[src/trifc_pkg.sv]
// Shared types and constants for the trigram frequency counter.
`timescale 1ns / 1ps

package trifc_pkg;

  // Command codes on the input channel.
  localparam logic CMD_FEED  = 1'b0;
  localparam logic CMD_QUERY = 1'b1;

  // Character codes recognized in the text stream.
  localparam logic [7:0] CHAR_LOWER_A  = 8'h61;
  localparam logic [7:0] CHAR_LOWER_Z  = 8'h7A;
  localparam logic [7:0] CHAR_UPPER_A  = 8'h41;
  localparam logic [7:0] CHAR_UPPER_Z  = 8'h5A;
  localparam logic [7:0] CHAR_SPACE    = 8'h20;
  localparam logic [7:0] CHAR_COMMA    = 8'h2C;
  localparam logic [7:0] CHAR_PERIOD   = 8'h2E;
  localparam logic [7:0] CHAR_EXCLAIM  = 8'h21;
  localparam logic [7:0] CHAR_QUESTION = 8'h3F;

  // Symbol codes of the punctuation part of the alphabet.
  localparam logic [4:0] SYM_SPACE    = 5'd26;
  localparam logic [4:0] SYM_COMMA    = 5'd27;
  localparam logic [4:0] SYM_PERIOD   = 5'd28;
  localparam logic [4:0] SYM_EXCLAIM  = 5'd29;
  localparam logic [4:0] SYM_QUESTION = 5'd30;

  // Index widths and depths of the counter memories, and the output count width.
  localparam int SYM_W        = 5;
  localparam int PAIR_IDX_W   = 2 * SYM_W;
  localparam int TRIPLE_IDX_W = 3 * SYM_W;
  localparam int PAIR_DEPTH   = 1 << PAIR_IDX_W;
  localparam int TRIPLE_DEPTH = 1 << TRIPLE_IDX_W;
  localparam int OUT_W        = 32;

  // Operation kinds passed from the front end to the back end.
  typedef enum logic {
    OP_COUNT,
    OP_QUERY
  } trifc_op_e;

  // One classified operation in the queue.
  typedef struct packed {
    trifc_op_e                 kind;
    logic [TRIPLE_IDX_W-1:0]   triple_idx;
    logic                      triple_ok;
    logic                      pair_ok;
  } trifc_op_t;

  // Back end sequencer states.
  typedef enum logic [1:0] {
    BK_CLEAR,
    BK_IDLE,
    BK_EXEC
  } trifc_bk_state_e;

  // Status from the back end to the top level.
  typedef struct packed {
    logic clearing;
    logic result_load;
  } trifc_status_t;

endpackage

[src/trifc_front.sv]
// Front end: maps text bytes to symbols, keeps the history, classifies operations.
`timescale 1ns / 1ps

module trifc_front import trifc_pkg::*; #(
  parameter int ALPHABET_SIZE = 31
) (
  input  logic       clk_i,
  input  logic       rst_ni,
  input  logic       accept_i,
  input  logic       command_i,
  input  logic [7:0] char_byte_i,
  input  logic [4:0] query_first_i,
  input  logic [4:0] query_second_i,
  input  logic [4:0] query_third_i,
  output logic       op_valid_o,
  output trifc_op_t  op_o
);

  localparam logic [SYM_W:0] ALPHA_LIMIT = (SYM_W + 1)'(ALPHABET_SIZE);

  logic [SYM_W-1:0] older_q, older_d;
  logic [SYM_W-1:0] newer_q, newer_d;
  logic [1:0]       fill_q, fill_d;
  logic             sym_valid;
  logic [SYM_W-1:0] sym;
  logic             is_feed;
  logic             history_full;
  logic             first_ok;
  logic             second_ok;
  logic             third_ok;

  // Byte to symbol mapping.
  always_comb begin
    sym_valid = 1'b1;
    sym       = '0;
    if (char_byte_i >= CHAR_LOWER_A && char_byte_i <= CHAR_LOWER_Z) begin
      sym = SYM_W'(char_byte_i - CHAR_LOWER_A);
    end else if (char_byte_i >= CHAR_UPPER_A && char_byte_i <= CHAR_UPPER_Z) begin
      sym = SYM_W'(char_byte_i - CHAR_UPPER_A);
    end else if (char_byte_i == CHAR_SPACE) begin
      sym = SYM_SPACE;
    end else if (char_byte_i == CHAR_COMMA) begin
      sym = SYM_COMMA;
    end else if (char_byte_i == CHAR_PERIOD) begin
      sym = SYM_PERIOD;
    end else if (char_byte_i == CHAR_EXCLAIM) begin
      sym = SYM_EXCLAIM;
    end else if (char_byte_i == CHAR_QUESTION) begin
      sym = SYM_QUESTION;
    end else begin
      sym_valid = 1'b0;
    end
  end

  assign is_feed      = (command_i == CMD_FEED);
  assign history_full = (fill_q == 2'd2);

  // Query codes outside the alphabet read as zero counts.
  assign first_ok  = ({1'b0, query_first_i} < ALPHA_LIMIT);
  assign second_ok = ({1'b0, query_second_i} < ALPHA_LIMIT);
  assign third_ok  = ({1'b0, query_third_i} < ALPHA_LIMIT);

  // Classification of the accepted transaction.
  always_comb begin
    op_valid_o = 1'b0;
    op_o       = '0;
    if (is_feed) begin
      op_valid_o      = accept_i && sym_valid && history_full;
      op_o.kind       = OP_COUNT;
      op_o.triple_idx = {older_q, newer_q, sym};
      op_o.triple_ok  = 1'b1;
      op_o.pair_ok    = 1'b1;
    end else begin
      op_valid_o      = accept_i;
      op_o.kind       = OP_QUERY;
      op_o.triple_idx = {query_first_i, query_second_i, query_third_i};
      op_o.pair_ok    = first_ok && second_ok;
      op_o.triple_ok  = first_ok && second_ok && third_ok;
    end
  end

  // History update on every accepted symbol.
  always_comb begin
    older_d = older_q;
    newer_d = newer_q;
    fill_d  = fill_q;
    if (accept_i && is_feed && sym_valid) begin
      older_d = newer_q;
      newer_d = sym;
      if (!history_full) begin
        fill_d = fill_q + 1'b1;
      end
    end
  end

  always_ff @(posedge clk_i or negedge rst_ni) begin
    if (!rst_ni) begin
      older_q <= '0;
      newer_q <= '0;
      fill_q  <= '0;
    end else begin
      older_q <= older_d;
      newer_q <= newer_d;
      fill_q  <= fill_d;
    end
  end

endmodule

[config.mk]
export PLATFORM = sky130hd
export DESIGN_NAME = trifc_front
export DESIGN_NICKNAME = d
export VERILOG_FILES = /design/src/trifc_pkg.sv /design/src/trifc_front.sv
export SDC_FILE = /design/constraint.sdc
export NUM_CORES = 1
export LEC_CHECK = 0
export BUFFER_PORTS_ARGS = -buffer_cell sky130_fd_sc_hd__buf_4
export CELL_PAD_IN_SITES_DETAIL_PLACEMENT = 1
export CELL_PAD_IN_SITES_GLOBAL_PLACEMENT = 2
export CORE_MARGIN = 3
export CORE_UTILIZATION = 25
export DETAILED_ROUTE_END_ITERATION = 16
export GPL_ROUTABILITY_DRIVEN = 0
export PLACE_DENSITY = 0.72
export SLEW_MARGIN = 15
export SYNTH_ARGS = -nofsm -noshare
export SYNTH_HDL_FRONTEND = slang
export SYNTH_SLANG_ARGS = --single-unit
[constraint.sdc]
create_clock -name clk_i -period 2.37 [get_ports clk_i]
set_clock_uncertainty 0.05 [all_clocks]
set_input_delay 0.474 -clock clk_i [delete_from_list [all_inputs] [get_ports clk_i]]
set_output_delay 0.474 -clock clk_i [all_outputs]
set_load 0.05 [all_outputs]
==> flow_summary.ini <==
[global_route]
grt_pass1_vias = 1327
grt_max_degree = 26
grt_util_all_layers = 0.154
antenna_found_initial = 0
grt.overflow.total = 0
grt_pass1_wl_um = 6540

[critical_path]
cp_top_family = compound AO/OA/AOI/OAI gates
r2r-start = fill_q[0]
cp_slowest_cell = or3b_4
worstSetupEndpointType = output pin
r2r_end = fill_q[1]
critPathRequiredTime_ps = 1850
worstPathArrival_ps = 1990
crit_chain = buf_12 -> inv_16 -> ha_4 -> or3b_4 -> o311a_4 -> a21o_1 -> o21ai_4 -> buf_6
critPathKind = in2out
cp-start-kind = primary input
critPathBufInv = 3
cp_max_fo = 7
r2r_slack_ps = 1230
r2r.worst_path.cells = 4
critical-path-max-stage-delay_ps = 380

[yosys]
synth.area.top_cells = dfrtp_1 (26%), mux2_2 (9.6%), ha_1 (6.4%), mux2_4 (6.4%), nand2_1 (4.5%)
netlist_area_um2 = 1170
seq_area_frac_synth = 0.256
synth_flop_cell = dfrtp_1
syn_nets = 158
async_flop_share = 1.00
synth_top_cells_by_count = nand2_1 (14), dfrtp_1 (12), mux2_2 (10)
avgSynthCellArea_um2 = 9.37
synth_top_cell_by_area = dfrtp_1
synthCells = 125
ys_ff_latch = 12
yosys_warnings = 0
yosysMostFrequentCell = nand2_1
synth_top_area_frac = 0.256
synth-edff-count = 0
synth.distinct_cells = 43

[run_status]
status = complete, but fails checks
violations = negative setup slack

[die]
fp.dieH_um = 74.4
io_pins = 46
start_util = 0.264
rows = 24
dieArea_um2 = 5540
coreArea_um2 = 4440
die_w_um = 74.4

[cts]
cts_buffers = 3
root_buffer = clkbuf_8
clk_path_buf_depth = 2
clkSlewWorstSetupHoldPaths_ps = 50
cts_sinks = 12
cts_tree = built
postCtsHoldBufs = 0
htreeDepth = 1
clk_latency_ps = 230

[route]
drt-total-wl_um = 4130
vias_per_cell = 4.90
routedWlPerCell_um = 16.6
vias = 1214
drtIter0Drc = 31
drc = 0
final_antenna_net_count = 0
drt-pass1-iter-count = 4

[timing]
rsz0062_at_grt = yes
fmax_mhz = 397
tightest_slew_ps = 326
slew_viol_final = 0
fin_crit_sh = 1.06
finalSetupViolCount = 6
setup_ws_ps = -148
hold_viol = 0
hold_slack_ps = 21.9
period_needed_ps = 2520
max_slew_margin = 0.781

[hold_path]
hold_path_class = in2async

[layout]
final_layout_size_suffix_gt1_frac = 0.648
fin_cells = 248
fill_cells = 496
multi_input_area_um2 = 1020
syn_to_final_growth_pct = 77.6
n_antenna_cell = 0
ff_latch_area_um2 = 300
nets = 231
utilization = 0.468

[power_and_ir_drop]
ir_worst_vdd_mv = 0.458
p_leak_nw = 0.908
pwr_density_cell_nw_per_um2 = 557

[run]
max_cap_violations = 0

[place]
io_buffers = 45
pre_cts_slack_ps = -412
place_inst = 241
dpl.hpwl_um = 3290
[kinds of logic after synthesis]
kind of cell             after synthesis  share of synthesized area
AND/OR/NAND/NOR                       39                      0.192
AO/OA/AOI/OAI                         34                      0.216
buffers and inverters                 12                     0.0556
adder cells (fa/ha/maj)                6                     0.0641
XOR/XNOR                               5                     0.0374
multiplexers                          17                      0.178
flip-flops                            12                      0.256
[where the power goes]
| part | switching [mW] | total, mW | internal (mW) | leakage (nW) |
|---|---|---|---|---|
| logic | 0.358 | 0.646 | 0.287 | 0.748 |
| registers | 0.0498 | 0.333 | 0.283 | 0.139 |
| clock network | 0.0677 | 0.179 | 0.111 | 0.0216 |
| total | 0.476 | 1.16 | 0.682 | 0.908 |
[registers in the layout, summed over array words and instances, names as in the netlist]
| register | count |
|---|---|
| older_q | 5 |
| newer_q | 5 |
| fill_q | 2 |
[layout by cell type, fill, tap and decap left out, drive strengths merged, types with 2 or more instances in the layout]
| master | synthesis | routed |
|---|---|---|
| a21o | 2 | 2 |
| nand2b | 2 | 2 |
| mux2 | 16 | 16 |
| dfrtp | 12 | 12 |
| ha | 6 | 6 |
| o311a | 2 | 2 |
| buf | 4 | 74 |
| nand3 | 3 | 3 |
| clkbuf | 2 | 3 |
| nand2 | 16 | 16 |
| o21ai | 9 | 9 |
| nor2b | 4 | 4 |
| a211o | 2 | 2 |
| inv | 6 | 6 |
| a32oi | 3 | 3 |
| nor2 | 6 | 6 |
| xnor2 | 4 | 4 |
| a21oi | 10 | 10 |
[cell type report]
class / instances / area share
clock buffer: 3 / 0.0199
inverter: 6 / 0.0223
multi-input combinational: 101 / 0.493
sequential: 12 / 0.144
tap: 52 / 0.0313
timing repair buffer: 74 / 0.289
[how the worst max path moves through the flow]
| stage | to | cells past startpoint | start | slack (ps) |
|---|---|---|---|---|
| 3_5_place_dp | op_o[6] | 9 | char_byte_i[1] | -410 |
| 2_1_floorplan | op_o[5] | 7 | char_byte_i[1] | -220 |
| 5_1_grt | op_o[2] | 10 | char_byte_i[1] | -240 |
| 4_1_cts | op_o[5] | 8 | char_byte_i[0] | -140 |
| 3_3_place_gp | op_o[6] | 9 | char_byte_i[1] | -360 |
| 6_report | op_o[5] | 8 | char_byte_i[1] | -150 |
[per-stage QoR]
stage          power [mW]  instance area, um2  TNS [ps]
2_1_floorplan       0.744                1270      -590
3_3_place_gp        0.928                1810     -2780
3_5_place_dp        0.946                1810     -3140
4_1_cts              1.17                2060      -660
5_1_grt              1.23                2080     -1050
6_report             1.16                2080      -686
[what timing repair did]
| item | in CTS | in global routing |
|---|---|---|
| pin swaps | 10 | 2 |
| buffers inserted | 3 | 1 |
| gates resized for setup | 39 | 2 |
| endpoints found under the setup margin | 6 | 6 |
[worst reg2reg max path: stages (launching register included)]
cell and delay (ps):
dfrtp_1 320, inv_1 60, ha_1 240, a21oi_2 190, mux2i_1 200
[per-layer routing]
layer | track usage | part of all wire | wire length [um] | up-vias
met5 | 0 | 0 | 0 | -
met4 | 0.0316 | 0.0058 | 24 | 0
met3 | 0.0203 | 0.025 | 104 | 2
met2 | 0.282 | 0.54 | 2240 | 23
met1 | 0.193 | 0.43 | 1760 | 598
li1 | - | - | - | 591
(Power assumes the default switching activity.)
