[src/trifc_fifo.sv]
// Small register queue between the front end and the back end.
`timescale 1ns / 1ps

module trifc_fifo #(
  parameter int WIDTH = 16,
  parameter int DEPTH = 4
) (
  input  logic             clk_i,
  input  logic             rst_ni,
  input  logic             push_i,
  input  logic [WIDTH-1:0] data_i,
  output logic             full_o,
  input  logic             pop_i,
  output logic             valid_o,
  output logic [WIDTH-1:0] data_o
);

  localparam int PTR_W = (DEPTH > 1) ? $clog2(DEPTH) : 1;
  localparam int CNT_W = $clog2(DEPTH + 1);

  logic [WIDTH-1:0] entry_q [DEPTH];
  logic [PTR_W-1:0] wr_ptr_q, wr_ptr_d;
  logic [PTR_W-1:0] rd_ptr_q, rd_ptr_d;
  logic [CNT_W-1:0] count_q, count_d;
  logic             do_push;
  logic             do_pop;

  assign full_o  = (count_q == CNT_W'(DEPTH));
  assign valid_o = (count_q != '0);
  assign data_o  = entry_q[rd_ptr_q];
  assign do_push = push_i && !full_o;
  assign do_pop  = pop_i && valid_o;

  // Pointer and fill count update.
  always_comb begin
    wr_ptr_d = wr_ptr_q;
    rd_ptr_d = rd_ptr_q;
    count_d  = count_q;
    if (do_push) begin
      wr_ptr_d = (wr_ptr_q == PTR_W'(DEPTH - 1)) ? '0 : wr_ptr_q + 1'b1;
    end
    if (do_pop) begin
      rd_ptr_d = (rd_ptr_q == PTR_W'(DEPTH - 1)) ? '0 : rd_ptr_q + 1'b1;
    end
    if (do_push && !do_pop) begin
      count_d = count_q + 1'b1;
    end else if (do_pop && !do_push) begin
      count_d = count_q - 1'b1;
    end
  end

  always_ff @(posedge clk_i or negedge rst_ni) begin
    if (!rst_ni) begin
      wr_ptr_q <= '0;
      rd_ptr_q <= '0;
      count_q  <= '0;
    end else begin
      wr_ptr_q <= wr_ptr_d;
      rd_ptr_q <= rd_ptr_d;
      count_q  <= count_d;
    end
  end

  // Entry storage.
  always_ff @(posedge clk_i) begin
    if (do_push) begin
      entry_q[wr_ptr_q] <= data_i;
    end
  end

endmodule

[config.mk]
export PLATFORM = sky130hd
export DESIGN_NAME = trifc_fifo
export DESIGN_NICKNAME = d
export VERILOG_FILES = /design/src/trifc_fifo.sv
export SDC_FILE = /design/constraint.sdc
export NUM_CORES = 1
export LEC_CHECK = 0
export BUFFER_PORTS_ARGS = -buffer_cell sky130_fd_sc_hd__buf_2
export CAP_MARGIN = 20
export CORE_AREA = 2 2 72 74
export CTS_CLUSTER_SIZE = 40
export DETAILED_ROUTE_END_ITERATION = 16
export DIE_AREA = 0 0 74 76
export PLACE_DENSITY = 0.86
export SLEW_MARGIN = 20
export SYNTH_ARGS = -nofsm -noshare
export SYNTH_HDL_FRONTEND = slang
export SYNTH_SLANG_ARGS = --single-unit
[constraint.sdc]
create_clock -name clk_i -period 3.3 [get_ports clk_i]
set_input_delay 0.66 -clock clk_i [delete_from_list [all_inputs] [get_ports clk_i]]
set_output_delay 0.66 -clock clk_i [all_outputs]
set_load 0.01 [all_outputs]
==> results of run 1 <==
[placed cells by master (no fill, tap or decap), drive strengths merged]
master	n
dfrtp	7
nor2	3
clkbuf	10
xor2	2
nor2b	1
fa	1
edfxtp	64
xnor2	1
buf	38
or3	1
mux2	5
clkinv	6
inv	3
nor3b	1
and2	4
ha	6
mux4	16
nand2	1
[path summary, 6_finish.rpt]
path / start / endpoint / slack, ns / cells past startpoint
min in group clk_i: count_q[2] / count_q[2] / 0.52 / 1
min: rst_ni / count_q[2] / 0.15 / 1
max reg2reg: count_q[0] / count_q[2] / 1.19 / 8
min reg2reg: count_q[2] / count_q[2] / 0.52 / 1
max: rd_ptr_q[0] / data_o[6] / 0.63 / 3
max in group asynchronous: rst_ni / count_q[0] / 2.99 / 1
[power groups by stage]
stage	clock [mW]	combinational [mW]	sequential (mW)
3_5_place_dp	0	0.834	1.37
6_report	0.557	0.818	1.34
2_1_floorplan	0	0.688	1.28
3_3_place_gp	0	0.805	1.35
4_1_cts	0.567	0.835	1.35
5_1_grt	0.606	0.885	1.37
[layout make-up]
| class | count | share of cell area (%) |
|---|---|---|
| tap | 70 | 2.72 |
| sequential | 71 | 65.2 |
| clock inverter | 6 | 0.856 |
| timing repair buffer | 38 | 5.99 |
| multi-input combinational | 42 | 20.9 |
| inverter | 3 | 0.350 |
| clock buffer | 10 | 3.97 |
[sequential cells by signal, indices dropped and copies added, names as in the netlist]
name      count
entry_q      64
count_q       3
rd_ptr_q      2
wr_ptr_q      2
[kinds of logic (layout without fill, tap and decap cells)]
logic type	after synthesis	after routing	synth area share (%)
XOR/XNOR	3	3	0.928
flip-flops	71	71	74.1
adder cells (fa/ha/maj)	7	7	3.36
multiplexers	21	21	16.2
AND/OR/NAND/NOR	11	11	3.23
buffers and inverters	8	57	2.25
[per-layer routing]
layer  wire length [um]  track usage, %
met2               2180            26.3
met4                 78            8.73
met3                241            6.48
met1               1670            20.2
met5                  0               0
[critical path, delay by kind of cell (launching register included)]
kind	cells	cell delay, ns
buf+inv	2	0.45
flops	1	0.65
mux	1	0.56
==> Flow_metrics.wiki, run 1 <==
{| class="wikitable"
! Metric !! Value
|-
| Synth cell count leaders || 64 x sky130_fd_sc_hd__edfxtp_1, 9 x sky130_fd_sc_hd__mux4_2, 7 x sky130_fd_sc_hd__dfrtp_1, 7 x sky130_fd_sc_hd__mux4_1, 6 x sky130_fd_sc_hd__ha_1
|-
| Final clock period utilization by the worst path || 81.0%
|-
| Cell area after technology mapping || around 2800 sq um
|-
| Largest buffer count on any clock path || 2
|-
| Floorplan row count || 26
|-
| Worst slew pin tran || 0.693 ns
|-
| Worst Setup Start Kind || flip-flop
|-
| Final routed wire length divided by cell count || 17.4 um
|-
| Worst hold path type || in2async
|-
| Final GP Congestion || between 0.6 and 0.7
|-
| Gates resized, CTS repair || 0
|-
| Total area of sequential cells || between 2000 and 2500 sq um
|-
| Number of flops mapped to enable cells by yosys || 64
|-
| Fraction of post-synthesis cell area in the top cell type by area || 67.9%
|-
| Avg Synthesized Cell Area || about 23 sq um
|-
| Count of synthesis-stage warnings from yosys || 0
|-
| Multi-input gate area || 671 sq um
|-
| Area Growth Syn to Fin || 13.5%
|-
| List of cells traversed by the critical path || buf_4, mux4_1, buf_2
|-
| Overall routed net length || between 4 and 5 mm
|-
| Total CTS buffers || 9
|-
| Initial cell density of the core || 57.6%
|-
| Cell type contributing the most total cell area after synthesis || sky130_fd_sc_hd__edfxtp_1
|-
| Instance area after placement || about 3100 sq um
|-
| First drt pass iteration count || 4
|-
| Number of global-route vias before repair || ~1400
|-
| Most common cell in the netlist || sky130_fd_sc_hd__edfxtp_1
|-
| Die outline area || around 5600 sq um
|-
| Slack of the critical path || ~0.63 ns
|-
| Setup repair after global routing missed its margin || false
|-
| Count of vias placed by the detailed router || 1258
|-
| Combinational Power Share || 30.1%
|-
| # Post-CTS Setup Buffers || 0
|-
| Wire length of the first global-routing pass || 6.68 mm
|-
| Worst setup EP type || primary output
|-
| Flop and latch count out of synthesis || 71
|-
| CTS clk-pin slew, worst paths || ~0.070 ns
|-
| Outcome || complete, no violations
|-
| Max Slew Vio Count || 0
|-
| Post-synthesis net count || 148
|-
| Slowest cell on crit path || sky130_fd_sc_hd__dfrtp_1
|-
| P_leak || 1.19 nW
|-
| Hold buffers post-CTS || 0
|-
| Max_cap viols || 0
|-
| Maximum number of pins on one net before global-route repair || 19
|-
| Number of antenna violations at the first check in global routing || 0
|-
| Worst VDD drop || 0.000477 V
|-
| HPWL after DPL || between 2 and 3 mm
|-
| Height of the die || 76 um
|-
| Cell types with the largest area share after synthesis || sky130_fd_sc_hd__edfxtp_1 68%, sky130_fd_sc_hd__mux4_2 7.2%, sky130_fd_sc_hd__mux4_1 6.5%
|-
| Count of non-filler cells in the finished layout || 240
|-
| Share of synthesized registers carrying an async set or reset || 9.86%
|-
| Via/cell ratio || 5.24
|-
| Number of remaining DRC errors || 0
|-
| Switching Share || 29.8%
|-
| Required time reported for the critical path endpoint || 2.64 ns
|-
| I/O pin count || 38
|-
| Portion of total power attributed to the clock network || about a fifth
|-
| Portion of the post-synthesis area used by sequential elements || 74.1%
|-
| Net load switching power || 0.811 mW
|-
| Fill cell count || ~320
|-
| Critical path peak fanout || 11
|-
| Clock Tree Root || sky130_fd_sc_hd__clkbuf_8
|-
| Post-DRT Antenna Nets || 0
|-
| Headroom to the max-slew limit || 53.8%
|-
| Time the worst path needs with I/O delays and setup || 2.67 ns
|-
| Placed Instances || 224
|-
| Clk_lat worst skew || between 0.3 and 0.4 ns
|-
| Critical setup path kind || reg2out
|-
| Count of unique library cells instantiated by Yosys || 20
|-
| Deepest level of the CTS H-tree || 3
|-
| Peak Freq || roughly 370 MHz
|-
| Most frequently used flop master after synthesis || sky130_fd_sc_hd__edfxtp_1
|-
| Endpoints failing hold || 0
|-
| Floorplan core area || 4910 sq um
|-
| Portion of total power attributed to sequential cells || 49.4%
|-
| Clock tree from TritonCTS || done
|-
| Slowest Stage Delay on Critical Path || 0.65 ns
|-
| Worst endpoint data arrival time || between 2 and 2.5 ns
|-
| Share of layout cells above drive strength 1 || 42.9%
|-
| TritonCTS sink count || 71
|-
| Core utilization of the finished layout || 65.4%
|-
| Layout Nets || 192
|-
| Post-layout instance area || approximately 3200 sq um
|-
| Width of the die || 74 um
|-
| Total global routing overflow || 0
|-
| Power per unit of standard cell area || ~850 nW/um^2
|-
| Hold slack || 0.147 ns
|-
| Number of DRC markers in iteration 0 || 76
|-
| Clock skew || 0.0130 ns
|-
| Antenna diode count || 0
|-
| Overall track demand over capacity in global routing || between 10% and 20%
|-
| Final number of setup-violating endpoints || 0
|-
| Internal power summed over all cells || 1.91 mW
|-
| Minimum setup slack after placement || 0.965 ns
|-
| Overall power consumption || 2.72 mW
|-
| Setup TNS Final || 0 ns
|-
| # port buffers || 37
|-
| Cells after Synth || 121
|}
No activity file was read; power rests on OpenSTA's default activity.
==> run 2, diff against run 1 <==
- CORE_AREA: 2 2 72 74 -> 2 2 78 80
- DIE_AREA: 0 0 74 76 -> 0 0 80 82
- PLACE_DENSITY: 0.86 -> 0.78
- clock period: 3.3 -> 2.3 ns (I/O delays scaled with it)
==> Flow_metrics.wiki, run 2 (same netlist as run 1, synthesis figures left out) <==
{| class="wikitable"
! Metric !! Value
|-
| Headroom to the max-slew limit || 70.8% (+17 points)
|-
| Overall track demand over capacity in global routing || 14.5% (-2.3 points)
|-
| Final routed wire length divided by cell count || 17.5 um (+0.92%)
|-
| Slack of the critical path || 0.132 ns (-0.495 ns)
|-
| Overall power consumption || 3.92 mW (+44%)
|-
| Minimum setup slack after placement || 0.183 ns (-0.782 ns)
|-
| Core utilization of the finished layout || 56.4% (-9.0 points)
|-
| Layout Nets || 194 (+1.0%)
|-
| Endpoints failing hold || 0 (unchanged)
|-
| Setup TNS Final || 0 ns (unchanged)
|-
| Switching Share || 29.3% (-0.50 points)
|-
| First drt pass iteration count || 4 (unchanged)
|-
| Number of DRC markers in iteration 0 || 86 (+13%)
|-
| Combinational Power Share || 32.1% (+2.0 points)
|-
| Setup repair after global routing missed its margin || false
|-
| Power per unit of standard cell area || 1210 nW/um^2 (+43%)
|-
| Register with the most flip-flops || entry_q
|-
| Clock tree from TritonCTS || done
|-
| Slowest cell on crit path || sky130_fd_sc_hd__mux4_1
|-
| Total CTS buffers || 9 (unchanged)
|-
| Fill cell count || 445 (+40%)
|-
| HPWL after DPL || 2.94 mm (+7.4%)
|-
| Worst Setup Start Kind || flip-flop
|-
| I/O pin count || 38 (unchanged)
|-
| Max_cap viols || 0 (unchanged)
|-
| Required time reported for the critical path endpoint || 1.84 ns (-0.80 ns)
|-
| Clock Tree Root || sky130_fd_sc_hd__clkbuf_8
|-
| Count of vias placed by the detailed router || 1266 (+0.64%)
|-
| Wire length of the first global-routing pass || 6.76 mm (+1.1%)
|-
| # port buffers || 37 (unchanged)
|-
| Outcome || complete, no violations
|-
| Worst slew pin tran || 0.438 ns (-0.255 ns)
|-
| Worst setup EP type || primary output
|-
| # Post-CTS Setup Buffers || 0 (unchanged)
|-
| Peak Freq || 461 MHz
|-
| Largest register FFs || 64 (unchanged)
|-
| Maximum number of pins on one net before global-route repair || 19 (unchanged)
|-
| Die outline area || 6560 sq um (+17%)
|-
| Area Growth Syn to Fin || 14.4%
|-
| Worst VDD drop || 0.000716 V (+50%)
|-
| Via/cell ratio || 5.17 (-1.4%)
|-
| Post-DRT Antenna Nets || 0 (unchanged)
|-
| P_leak || 1.19 nW (+0.16%)
|-
| Deepest level of the CTS H-tree || 3 (unchanged)
|-
| Number of global-route vias before repair || 1398 (+2.9%)
|-
| Total global routing overflow || 0 (unchanged)
|-
| Share of layout cells above drive strength 1 || 42.4% (-0.59 points)
|-
| Worst hold path type || in2reg
|-
| Slowest Stage Delay on Critical Path || 0.56 ns (-0.09 ns)
|-
| Portion of total power attributed to the clock network || 19.1% (-1.4 points)
|-
| Internal power summed over all cells || 2.77 mW (+45%)
|-
| Number of antenna violations at the first check in global routing || 0 (unchanged)
|-
| Clock skew || 0.00603 ns (-0.00696 ns)
|-
| Most frequent cells in the layout || 64 x sky130_fd_sc_hd__edfxtp_1, 37 x sky130_fd_sc_hd__buf_2, 9 x sky130_fd_sc_hd__mux4_2, 9 x sky130_fd_sc_hd__clkbuf_8, 7 x sky130_fd_sc_hd__mux4_1
|-
| Floorplan core area || 5750 sq um (+17%)
|-
| Final clock period utilization by the worst path || 94.2%
|-
| Final number of setup-violating endpoints || 0 (unchanged)
|-
| Post-layout instance area || 3240 sq um (+0.82%)
|-
| Final GP Congestion || 0.663 (+6.5%)
|-
| Hold slack || 0.357 ns (+0.210 ns)
|-
| Height of the die || 82 um (+7.9%)
|-
| Initial cell density of the core || 49.3% (-8.4 points)
|-
| Worst endpoint data arrival time || 1.71 ns (-0.30 ns)
|-
| Instance area after placement || 3090 sq um (+0.86%)
|-
| Critical path peak fanout || 16 (+5)
|-
| Floorplan row count || 28 (+7.7%)
|-
| TritonCTS sink count || 71 (unchanged)
|-
| Count of non-filler cells in the finished layout || 245 (+2.1%)
|-
| Max Slew Vio Count || 0 (unchanged)
|-
| Critical setup path kind || reg2out
|-
| Portion of total power attributed to sequential cells || 48.9% (-0.5 points)
|-
| Net load switching power || 1.15 mW (+42%)
|-
| Overall routed net length || 4.29 mm (+3.0%)
|-
| Time the worst path needs with I/O delays and setup || 2.17 ns
|-
| Most frequent standard cell in the layout excluding fill and tap cells || sky130_fd_sc_hd__edfxtp_1
|-
| Number of remaining DRC errors || 0 (unchanged)
|-
| Largest registers in the final layout || entry_q x64, count_q x3
|-
| Antenna diode count || 0 (unchanged)
|-
| Clk_lat worst skew || 0.32 ns (-0.02 ns)
|-
| List of cells traversed by the critical path || buf_12, mux4_1, buf_2
|-
| Width of the die || 80 um (+8.1%)
|-
| Largest buffer count on any clock path || 2 (unchanged)
|-
| Placed Instances || 230 (+2.7%)
|-
| CTS clk-pin slew, worst paths || 0.06 ns (about the same)
|}
==> run 2: cell types whose count changed in the layout (fill, tap and decap cells not counted) <==
cell | previous run | this run
sky130_fd_sc_hd__dfrtp_2 | 0 | 1
sky130_fd_sc_hd__clkinv_2 | 4 | 1
sky130_fd_sc_hd__dlygate4sd3_1 | 0 | 1
sky130_fd_sc_hd__clkbuf_1 | 1 | 2
sky130_fd_sc_hd__dfrtp_1 | 7 | 6
sky130_fd_sc_hd__buf_12 | 0 | 1
==> run 2: final timing paths <==
path | startpoint | end | slack, ns | cells past startpoint
worst min register to register | count_q[2] | count_q[2] | 0.51 | 1
min in group asynchronous | rst_ni | rd_ptr_q[0] | 0.50 | 2
worst max-delay path | rd_ptr_q[0] | data_o[11] | 0.13 | 3
worst max register to register | count_q[0] | count_q[2] | 0.17 | 8
max in group asynchronous | rst_ni | rd_ptr_q[1] | 1.63 | 2
worst min-delay path | data_i[7] | entry_q[2][7] | 0.36 | 1
==> run 2: power by group through the flow <==
stage                     logic, mW  clock network (mW)  registers, mW
after global routing           1.39               0.819           1.95
after CTS                      1.30               0.772           1.92
after floorplan               0.987                   0           1.83
final                          1.26               0.748           1.91
after global placement         1.24                   0           1.91
after detailed placement       1.29                   0           1.95
==> run 2: metal layers <==
metal / global-route usage [%] / vias up / routed length (um)
li1: - / 583 / -
met1: 15.8 / 643 / 1640
met2: 26.6 / 36 / 2400
met3: 3.30 / 4 / 197
met4: 7.63 / 0 / 54
met5: 0 / - / 0
==> run 2: area by class of cell <==
type                    instances  area (sq um)  area share [%]
well taps                      75          93.8            2.90
multi-input cells              42           671            20.7
repair buffers                 40           223            6.87
flip-flops and latches         71          2100            64.7
clock buffers                  11           131            4.05
inverters                       3          11.3           0.347
clock inverters                 3          12.5           0.386
==> run 2: worst max-delay path, delay by kind of cell (launching register included) <==
family,cells,cell delay (ns)
buffers and inverters,2,0.37
muxes,1,0.56
DFF,1,0.46
==> run 2: timing repair <==
action / 4_1_cts / 5_1_grt
hold endpoints to repair: 7 / 0
endpoints found under the setup margin: 0 / 9
resized for setup: 0 / 1
hold buffers: 1 / 0
